File: config.mk
export PLATFORM = sky130hd
export DESIGN_NAME = ccd_full_well_blooming_unit
export DESIGN_NICKNAME = d
export VERILOG_FILES = /design/src/rtl/cfwb_pkg.sv /design/src/rtl/ccd_full_well_blooming_unit.sv /design/src/rtl/cfwb_front.sv /design/src/rtl/cfwb_queue.sv /design/src/rtl/cfwb_back.sv
export SDC_FILE = /design/constraint.sdc
export NUM_CORES = 2
export LEC_CHECK = 0
export BUFFER_PORTS_ARGS = -buffer_cell sky130_fd_sc_hd__buf_2
export CORE_MARGIN = 3
export CORE_UTILIZATION = 55
export DETAILED_ROUTE_END_ITERATION = 10
export PLACE_DENSITY = 0.68
export SLEW_MARGIN = 20
export SYNTH_ARGS = -nofsm -noshare
export SYNTH_HDL_FRONTEND = slang
export SYNTH_HIERARCHICAL = 1
export SYNTH_SLANG_ARGS = --single-unit
export TNS_END_PERCENT = 20
File: constraint.sdc
create_clock -name clock -period 23.4 [get_ports clock]
set_clock_uncertainty 0.2 [all_clocks]
set_input_delay 3.51 -clock clock [delete_from_list [all_inputs] [get_ports clock]]
set_output_delay 3.51 -clock clock [all_outputs]
set_load 0.05 [all_outputs]
File: src/rtl/cfwb_pkg.sv
// Shared constants and types for the CCD full-well blooming unit.
// No dependencies; imported by every other file in rtl/.
package cfwb_pkg;

   localparam int ROWS      = 64;                 // pixels per column, 2..64
   localparam int ADDR_W    = $clog2(ROWS);       // column store address
   localparam int CNT_W     = $clog2(ROWS + 1);   // fill count, holds ROWS itself
   localparam int DATA_W    = 32;                 // Q24.8 charge
   localparam int ROW_NUM_W = 6;                  // row number field on the result
   localparam int QDEPTH    = 4;                  // command queue depth, power of two
   localparam int QPTR_W    = $clog2(QDEPTH);

   localparam logic [DATA_W-1:0] LIMIT_RESET = 32'd230400000;

   // One classified input item, front to back.
   typedef struct packed {
      logic [DATA_W-1:0] charge;
      logic [ADDR_W-1:0] addr;     // store slot, valid when wr set
      logic              wr;       // item is stored (not dropped)
      logic              last;     // end of column: bloom and emit
      logic              dropped;  // column has lost pixels so far
      logic [CNT_W-1:0]  count;    // pixels stored including this one
   } cmd_type;

   typedef struct packed {
      logic empty;
      logic full;
   } q_status_type;

endpackage

File: src/rtl/ccd_full_well_blooming_unit.sv
// Top level of the CCD full-well blooming unit: limit register and wiring of
// front end, command queue and back end. Depends on cfwb_pkg and the cfwb_ modules.
//
// The unit takes one CCD column, a pixel per item, until an item with tlast
// set, then blooms it and sends the whole column back, one item per pixel in
// row order, tlast on the final one. Charges are unsigned Q24.8 electrons.
// A pixel above the full-well limit keeps the limit (plus one LSB if the
// excess is odd) and sends half its excess down and half up the column; a
// neighbour pushed over the limit is clipped to it and passes its own excess
// on, until the walk reaches a pixel below the limit or the column edge,
// where the charge is lost. Sums saturate at all ones. Pixels beyond 64 rows
// are dropped and every result of that column has tuser set. Loading runs
// at one item per cycle through a four-deep command queue. After the end
// item the back-end sequencer owns the single column store: a row is a read,
// a check and a step on; a walk step is a registered memory read, then
// add/clip/write; S_UP0 turns from the down to the up walk; a result is a
// read, then a result register load. A blooming pixel of an n-pixel column
// takes at most n - 1 walk steps. Input items are held off only once the
// queue fills meanwhile. The result register lets the next read proceed
// while a result waits. The limit is to be written via csr_we/csr_wdata
// while the unit is idle, not enforced here; it resets to 900000 electrons.
module ccd_full_well_blooming_unit (
   input  logic        clock,
   input  logic        reset,
   // input channel
   input  logic        req_tvalid,
   output logic        req_tready,
   input  logic [31:0] req_tdata,   // [31:0] pixel_charge
   input  logic        req_tlast,   // end_of_column
   // result channel
   output logic        rsp_tvalid,
   input  logic        rsp_tready,
   output logic [39:0] rsp_tdata,   // [31:0] pixel_charge_out, [37:32] row_number, [39:38] zero
   output logic        rsp_tlast,   // last_of_column
   output logic        rsp_tuser,   // input_dropped
   // configuration
   input  logic        csr_we,
   input  logic [31:0] csr_wdata    // full_well_limit
);
   import cfwb_pkg::*;

   logic [DATA_W-1:0]    limit_ff;
   q_status_type         q_status;
   cmd_type              front_cmd, back_cmd;
   logic                 push, pop;
   logic [DATA_W-1:0]    out_charge;
   logic [ROW_NUM_W-1:0] out_row;

   always_ff @(posedge clock) begin
      if (reset) begin
         limit_ff <= LIMIT_RESET;
      end else if (csr_we) begin
         limit_ff <= csr_wdata;
      end
   end

   cfwb_front u_front (
      .clock      (clock),
      .reset      (reset),
      .req_tvalid (req_tvalid),
      .req_tready (req_tready),
      .req_tdata  (req_tdata),
      .req_tlast  (req_tlast),
      .q_status   (q_status),
      .push       (push),
      .cmd        (front_cmd)
   );

   cfwb_queue u_queue (
      .clock    (clock),
      .reset    (reset),
      .push     (push),
      .cmd_in   (front_cmd),
      .pop      (pop),
      .cmd_out  (back_cmd),
      .q_status (q_status)
   );

   cfwb_back u_back (
      .clock       (clock),
      .reset       (reset),
      .limit       (limit_ff),
      .q_status    (q_status),
      .cmd         (back_cmd),
      .pop         (pop),
      .rsp_tvalid  (rsp_tvalid),
      .rsp_tready  (rsp_tready),
      .rsp_charge  (out_charge),
      .rsp_row     (out_row),
      .rsp_last    (rsp_tlast),
      .rsp_dropped (rsp_tuser)
   );

   assign rsp_tdata = {2'b00, out_row, out_charge};

endmodule

File: src/rtl/cfwb_front.sv
// Front end: accepts input items, counts the column fill and classifies
// each item as stored or dropped. Depends on cfwb_pkg.
module cfwb_front (
   input  logic                        clock,
   input  logic                        reset,
   input  logic                        req_tvalid,
   output logic                        req_tready,
   input  logic [cfwb_pkg::DATA_W-1:0] req_tdata,
   input  logic                        req_tlast,
   input  cfwb_pkg::q_status_type      q_status,
   output logic                        push,
   output cfwb_pkg::cmd_type           cmd
);
   import cfwb_pkg::*;

   logic [CNT_W-1:0] count_ff, count_in;
   logic             overflow_ff, overflow_in;
   logic             room;

   assign req_tready = !q_status.full;
   assign push       = req_tvalid && !q_status.full;
   assign room       = (count_ff < CNT_W'(ROWS));

   always_comb begin
      cmd.charge  = req_tdata;
      cmd.addr    = count_ff[ADDR_W-1:0];
      cmd.wr      = room;
      cmd.last    = req_tlast;
      cmd.dropped = overflow_ff || !room;
      cmd.count   = room ? count_ff + CNT_W'(1) : count_ff;
      count_in    = cmd.count;
      overflow_in = cmd.dropped;
      if (req_tlast) begin
         count_in    = '0;
         overflow_in = 1'b0;
      end
   end

   always_ff @(posedge clock) begin
      if (reset) begin
         count_ff    <= '0;
         overflow_ff <= 1'b0;
      end else if (push) begin
         count_ff    <= count_in;
         overflow_ff <= overflow_in;
      end
   end

endmodule

File: src/rtl/cfwb_queue.sv
// Short command queue between front and back ends.
// Depends on cfwb_pkg for the command type and depth.
module cfwb_queue (
   input  logic                   clock,
   input  logic                   reset,
   input  logic                   push,
   input  cfwb_pkg::cmd_type      cmd_in,
   input  logic                   pop,
   output cfwb_pkg::cmd_type      cmd_out,
   output cfwb_pkg::q_status_type q_status
);
   import cfwb_pkg::*;

   cmd_type           entry_ff [QDEPTH];
   logic [QPTR_W-1:0] wr_ptr_ff, rd_ptr_ff;
   logic [QPTR_W:0]   fill_ff;
   logic              do_push, do_pop;

   assign q_status.empty = (fill_ff == '0);
   assign q_status.full  = (fill_ff == (QPTR_W+1)'(QDEPTH));
   assign do_push        = push && !q_status.full;
   assign do_pop         = pop && !q_status.empty;
   assign cmd_out        = entry_ff[rd_ptr_ff];

   always_ff @(posedge clock) begin
      if (do_push) begin
         entry_ff[wr_ptr_ff] <= cmd_in;
      end
   end

   always_ff @(posedge clock) begin
      if (reset) begin
         wr_ptr_ff <= '0;
         rd_ptr_ff <= '0;
         fill_ff   <= '0;
      end else begin
         if (do_push) wr_ptr_ff <= wr_ptr_ff + QPTR_W'(1);
         if (do_pop)  rd_ptr_ff <= rd_ptr_ff + QPTR_W'(1);
         case ({do_push, do_pop})
            2'b10:   fill_ff <= fill_ff + (QPTR_W+1)'(1);
            2'b01:   fill_ff <= fill_ff - (QPTR_W+1)'(1);
            default: fill_ff <= fill_ff;
         endcase
      end
   end

endmodule

File: src/rtl/cfwb_back.sv
// Back end: column store, blooming sequencer and result register.
// Depends on cfwb_pkg; fed by cfwb_queue.
module cfwb_back (
   input  logic                           clock,
   input  logic                           reset,
   input  logic [cfwb_pkg::DATA_W-1:0]    limit,
   input  cfwb_pkg::q_status_type         q_status,
   input  cfwb_pkg::cmd_type              cmd,
   output logic                           pop,
   output logic                           rsp_tvalid,
   input  logic                           rsp_tready,
   output logic [cfwb_pkg::DATA_W-1:0]    rsp_charge,
   output logic [cfwb_pkg::ROW_NUM_W-1:0] rsp_row,
   output logic                           rsp_last,
   output logic                           rsp_dropped
);
   import cfwb_pkg::*;

   typedef enum logic [3:0] {
      S_IDLE, S_ROW_RD, S_ROW_EX, S_DN_RD, S_DN_EX,
      S_UP0, S_UP_RD, S_UP_EX, S_NEXT, S_EM_RD, S_EM_EX
   } state_type;

   state_type         state_ff;
   logic [DATA_W-1:0] mem [ROWS];
   logic [DATA_W-1:0] rd_data_ff;
   logic [ADDR_W-1:0] rd_addr, waddr;
   logic [DATA_W-1:0] wdata;
   logic              we;

   logic [ADDR_W-1:0] r_ff, j_ff, k_ff;
   logic [CNT_W-1:0]  n_ff;
   logic              drop_ff;
   logic [DATA_W-1:0] e_ff, half_ff;
   logic              rsp_valid_ff;

   logic [DATA_W:0]   sum;
   logic [DATA_W-1:0] sat_val, excess, half;
   logic              over, row_over, row_more, j_more, k_last;

   // walk arithmetic: saturating add of the travelling excess
   always_comb begin
      sum      = {1'b0, rd_data_ff} + {1'b0, e_ff};
      sat_val  = sum[DATA_W] ? '1 : sum[DATA_W-1:0];
      over     = (sat_val > limit);
      row_over = (rd_data_ff > limit);
      excess   = rd_data_ff - limit;
      half     = excess >> 1;
      row_more = (CNT_W'(r_ff) + CNT_W'(1)) < n_ff;
      j_more   = (CNT_W'(j_ff) + CNT_W'(1)) < n_ff;
      k_last   = (CNT_W'(k_ff) + CNT_W'(1)) == n_ff;
   end

   assign pop = (state_ff == S_IDLE) && !q_status.empty;

   always_comb begin
      case (state_ff)
         S_ROW_RD, S_ROW_EX:                 rd_addr = r_ff;
         S_DN_RD, S_DN_EX, S_UP_RD, S_UP_EX: rd_addr = j_ff;
         default:                            rd_addr = k_ff;
      endcase
   end

   always_comb begin
      we    = 1'b0;
      waddr = j_ff;
      wdata = over ? limit : sat_val;
      case (state_ff)
         S_IDLE: begin
            we    = pop && cmd.wr;
            waddr = cmd.addr;
            wdata = cmd.charge;
         end
         S_ROW_EX: begin
            // source keeps limit plus the odd LSB, if any
            we    = row_over;
            waddr = r_ff;
            wdata = rd_data_ff - {half[DATA_W-2:0], 1'b0};
         end
         S_DN_EX, S_UP_EX: we = 1'b1;
         default:          we = 1'b0;
      endcase
   end

   always_ff @(posedge clock) begin
      if (we) begin
         mem[waddr] <= wdata;
      end
      rd_data_ff <= mem[rd_addr];
   end

   always_ff @(posedge clock) begin
      if (reset) begin
         state_ff     <= S_IDLE;
         rsp_valid_ff <= 1'b0;
      end else begin
         if (rsp_valid_ff && rsp_tready) rsp_valid_ff <= 1'b0;
         case (state_ff)
            S_IDLE: begin
               if (pop && cmd.last) begin
                  n_ff     <= cmd.count;
                  drop_ff  <= cmd.dropped;
                  r_ff     <= '0;
                  state_ff <= S_ROW_RD;
               end
            end
            S_ROW_RD: state_ff <= S_ROW_EX;
            S_ROW_EX: begin
               if (row_over && (half != '0)) begin
                  half_ff <= half;
                  e_ff    <= half;
                  if (row_more) begin
                     j_ff     <= r_ff + ADDR_W'(1);
                     state_ff <= S_DN_RD;
                  end else begin
                     state_ff <= S_UP0;
                  end
               end else begin
                  state_ff <= S_NEXT;
               end
            end
            S_DN_RD: state_ff <= S_DN_EX;
            S_DN_EX: begin
               if (over && j_more) begin
                  e_ff     <= sat_val - limit;
                  j_ff     <= j_ff + ADDR_W'(1);
                  state_ff <= S_DN_RD;
               end else begin
                  state_ff <= S_UP0;
               end
            end
            S_UP0: begin
               if (r_ff != '0) begin
                  e_ff     <= half_ff;
                  j_ff     <= r_ff - ADDR_W'(1);
                  state_ff <= S_UP_RD;
               end else begin
                  state_ff <= S_NEXT;
               end
            end
            S_UP_RD: state_ff <= S_UP_EX;
            S_UP_EX: begin
               if (over && (j_ff != '0)) begin
                  e_ff     <= sat_val - limit;
                  j_ff     <= j_ff - ADDR_W'(1);
                  state_ff <= S_UP_RD;
               end else begin
                  state_ff <= S_NEXT;
               end
            end
            S_NEXT: begin
               if (row_more) begin
                  r_ff     <= r_ff + ADDR_W'(1);
                  state_ff <= S_ROW_RD;
               end else begin
                  k_ff     <= '0;
                  state_ff <= S_EM_RD;
               end
            end
            S_EM_RD: state_ff <= S_EM_EX;
            S_EM_EX: begin
               if (!rsp_valid_ff || rsp_tready) begin
                  rsp_valid_ff <= 1'b1;
                  rsp_charge   <= rd_data_ff;
                  rsp_row      <= ROW_NUM_W'(k_ff);
                  rsp_last     <= k_last;
                  rsp_dropped  <= drop_ff;
                  if (k_last) begin
                     state_ff <= S_IDLE;
                  end else begin
                     k_ff     <= k_ff + ADDR_W'(1);
                     state_ff <= S_EM_RD;
                  end
               end
            end
            default: state_ff <= S_IDLE;
         endcase
      end
   end

   assign rsp_tvalid = rsp_valid_ff;

endmodule
==> results_dict.tcl <==
set metrics [dict create \
    insertion_delay_ns 0.89 \
    wl_mm 304 \
    grt_antenna_before_repair 14 \
    gp_routability_congestion 0.985 \
    synth-edff-count 2369 \
    io_buffer_count 111 \
    cts_buffers 236 \
    status "completed" \
    cp_max_fo 64 \
    fillCellCount 14400 \
    setup_violations 0 \
    multiInputGateArea_um2 30400 \
    regArea_um2 72900 \
    viasPerCell 6.34 \
    final_layout_size_suffix_gt1_frac 0.100 \
    ys_seq_area_frac 0.692 \
    dp_slack_ns 15.40 \
    endpoint_kind "flop" \
    yosys.cell_count.top_type "edfxtp_1" \
    hold_violations 0 \
    async_flop_share 0 \
    max-clock-path-buffers 3 \
    ys_warn_count 6 \
    yosys_most_used_dff "edfxtp_1" \
    overflow 0 \
    floorplan.initialDensity 0.557 \
    grt_pass1_vias 68100 \
    synth_cell_types 102 \
    path_clk_slew_ns 0.06 \
    cts-resized-gates 0 \
    core.rowCount 159 \
    h-tree-depth 4 \
    die_y_um 443 \
    synth_area_leaders "edfxtp_1, nand2_1, nand3_1" \
    drt_iter0_drc 8647 \
    postSynthAreaPerCell_um2 12.4 \
    worstSetupStartpointType "flop" \
    max_freq_mhz 121 \
    die_area_um2 197000 \
    post_cts_buffers 0 \
    cts_root_buffer "clkbuf_16" \
    vias 70700 \
    ys_top_cells_by_count "edfxtp_1, nand2_1, nand3_1" \
    synthCells 8500 \
    timing.final.ws_setup_ns 15.15 \
    syn-cell-area_um2 105000 \
    fin_crit_ns 8.25 \
    grt_pass1_wl_mm 445 \
    ys_seq_elements 2455 \
    hold_buffers 0 \
    cp.arrival_ns 8.61 \
    final_nets 8690 \
    drt-pass1-iter-count 6 \
    drc 0 \
    wl_per_cell_um 27.2 \
    ant_nets 0 \
    drv_cap 0 \
    tns_ns 0 \
    hpwlAfterDp_mm 168 \
    clock_sinks 2455 \
    yosys.area.top_type "edfxtp_1" \
    core_um2 189000 \
    required_ns 23.77 \
    post-route-period-util 0.352 \
    hold_class "reg -> reg" \
    worst_pin_slew_ns 1.34 \
    grt.total_usage 0.303 \
    area_delta_synth_final_pct 10.7 \
    slew_violations 0 \
    grt_max_degree 163 \
    synth.top_cell.area_share 0.676 \
    rsz0062_at_grt "no" \
    cts_tree "yes" \
    die_width_um 443 \
    crit_type "reg -> reg" \
    io_pins 114 \
    relSlewSlack 0.101 \
]
-- final cells by class --
type / count / area share
flip-flops and latches: 2455 / 0.625
multi-input cells: 5338 / 0.261
clock buffers: 292 / 0.0535
well taps: 2495 / 0.0268
repair buffers: 302 / 0.0184
clock inverters: 139 / 0.0107
inverters: 127 / 0.00409
diodes: 3 / 0.0000644
-- metal layers --
| metal | up-vias | global-route usage | wire length, µm |
|---|---|---|---|
| li1 | 31300 | - | - |
| met1 | 35200 | 0.410 | 117000 |
| met2 | 3598 | 0.475 | 141000 |
| met3 | 647 | 0.0614 | 30100 |
| met4 | 0 | 0.146 | 15400 |
| met5 | - | 0 | 0 |
-- logic make-up (layout without fill, tap and decap cells) --
logic type / after synthesis / count (layout) / share of synthesized area
AOI/OAI and AO/OA: 1104 / 1104 / 0.0753
xor gates and xnor gates: 136 / 136 / 0.0113
adders and majority gates: 160 / 160 / 0.0194
buffers and inverters: 708 / 860 / 0.0292
DFF: 2455 / 2455 / 0.692
muxes: 81 / 81 / 0.0135
other: 1 / 5 / 0.0000356
and+or+nand+nor: 3855 / 3855 / 0.159
-- sequential cells by signal, indices dropped and copies added (netlist names), 7 cells and up, named ones only --
| signal | flops |
|---|---|
| u_back/half_ff | 31 |
| limit_ff | 32 |
| u_back/e_ff | 32 |
| u_back/rd_data_ff | 32 |
| u_queue/entry_ff | 192 |
| u_back/rsp_charge | 32 |
| u_front/count_ff | 7 |
| u_back/n_ff | 7 |
| u_back/mem | 2048 |
-- through the flow --
| stage | hold slack, ns | area (µm²) | instances | util |
|---|---|---|---|---|
| after floorplan | 0.200 | 105000 | 8501 | - |
| after CTS | 0.229 | 116000 | 11100 | 0.616 |
| after detailed placement | 0.215 | 109000 | 10700 | 0.577 |
| after global routing | 0.253 | 117000 | 11100 | 0.616 |
| final | 0.233 | 117000 | 11200 | 0.616 |
| after global placement | 0.212 | 109000 | 10700 | 0.576 |
-- placed cells by master, fill, tap and decap left out, drive strengths merged, types with 51 or more instances in the layout --
cell type  synthesis  layout
edfxtp          2369    2369
clkinv             1     108
a21o              68      68
o21ai            121     121
xor2              51      51
a311oi           325     325
ha               154     154
nand2           2212    2212
xnor2             85      85
and3             148     148
clkbuf           345     292
dfxtp             86      86
inv              126     138
a21oi            242     242
nor2             231     231
buf              236     302
a31oi             79      79
nand3           1061    1061
-- worst max-delay path, cell delays in order (launching register included) --
cell and delay, ns:
edfxtp_1 0.37, ha_1 0.23, fa_1 0.42, a21o_1 0.23, a31o_2 0.28, a31oi_2 0.27
o21ai_0 0.15, buf_4 0.18, a2111oi_0 0.37, nor2_1 0.19, a221oi_4 0.23, buf_4 0.42
nor2b_1 0.29, ha_1 0.25, fa_1 0.23, nor2b_1 0.07, o21ai_0 0.38, a31oi_1 0.38
a211oi_1 0.35, a221o_1 0.19, nand3b_1 0.13, o31ai_4 0.23, buf_4 0.56, nor2_1 0.09
a311oi_1 0.27, a21oi_1 0.12, o21ai_4 0.13, buf_4 0.60
-- worst paths after layout --
path	start	to	slack, ns	cells past startpoint
worst min register to register	u_back/drop_ff	u_back/rsp_dropped	0.23	0
worst max register to register	u_back/e_ff[0]	u_back/mem[10][28]	15.15	27
worst min-delay path	u_back/drop_ff	u_back/rsp_dropped	0.23	0
worst max-delay path	u_back/e_ff[0]	u_back/mem[10][28]	15.15	27
Power is not shown: default switching activity piles up to over one toggle a cycle in this logic, so the estimate is an artifact.
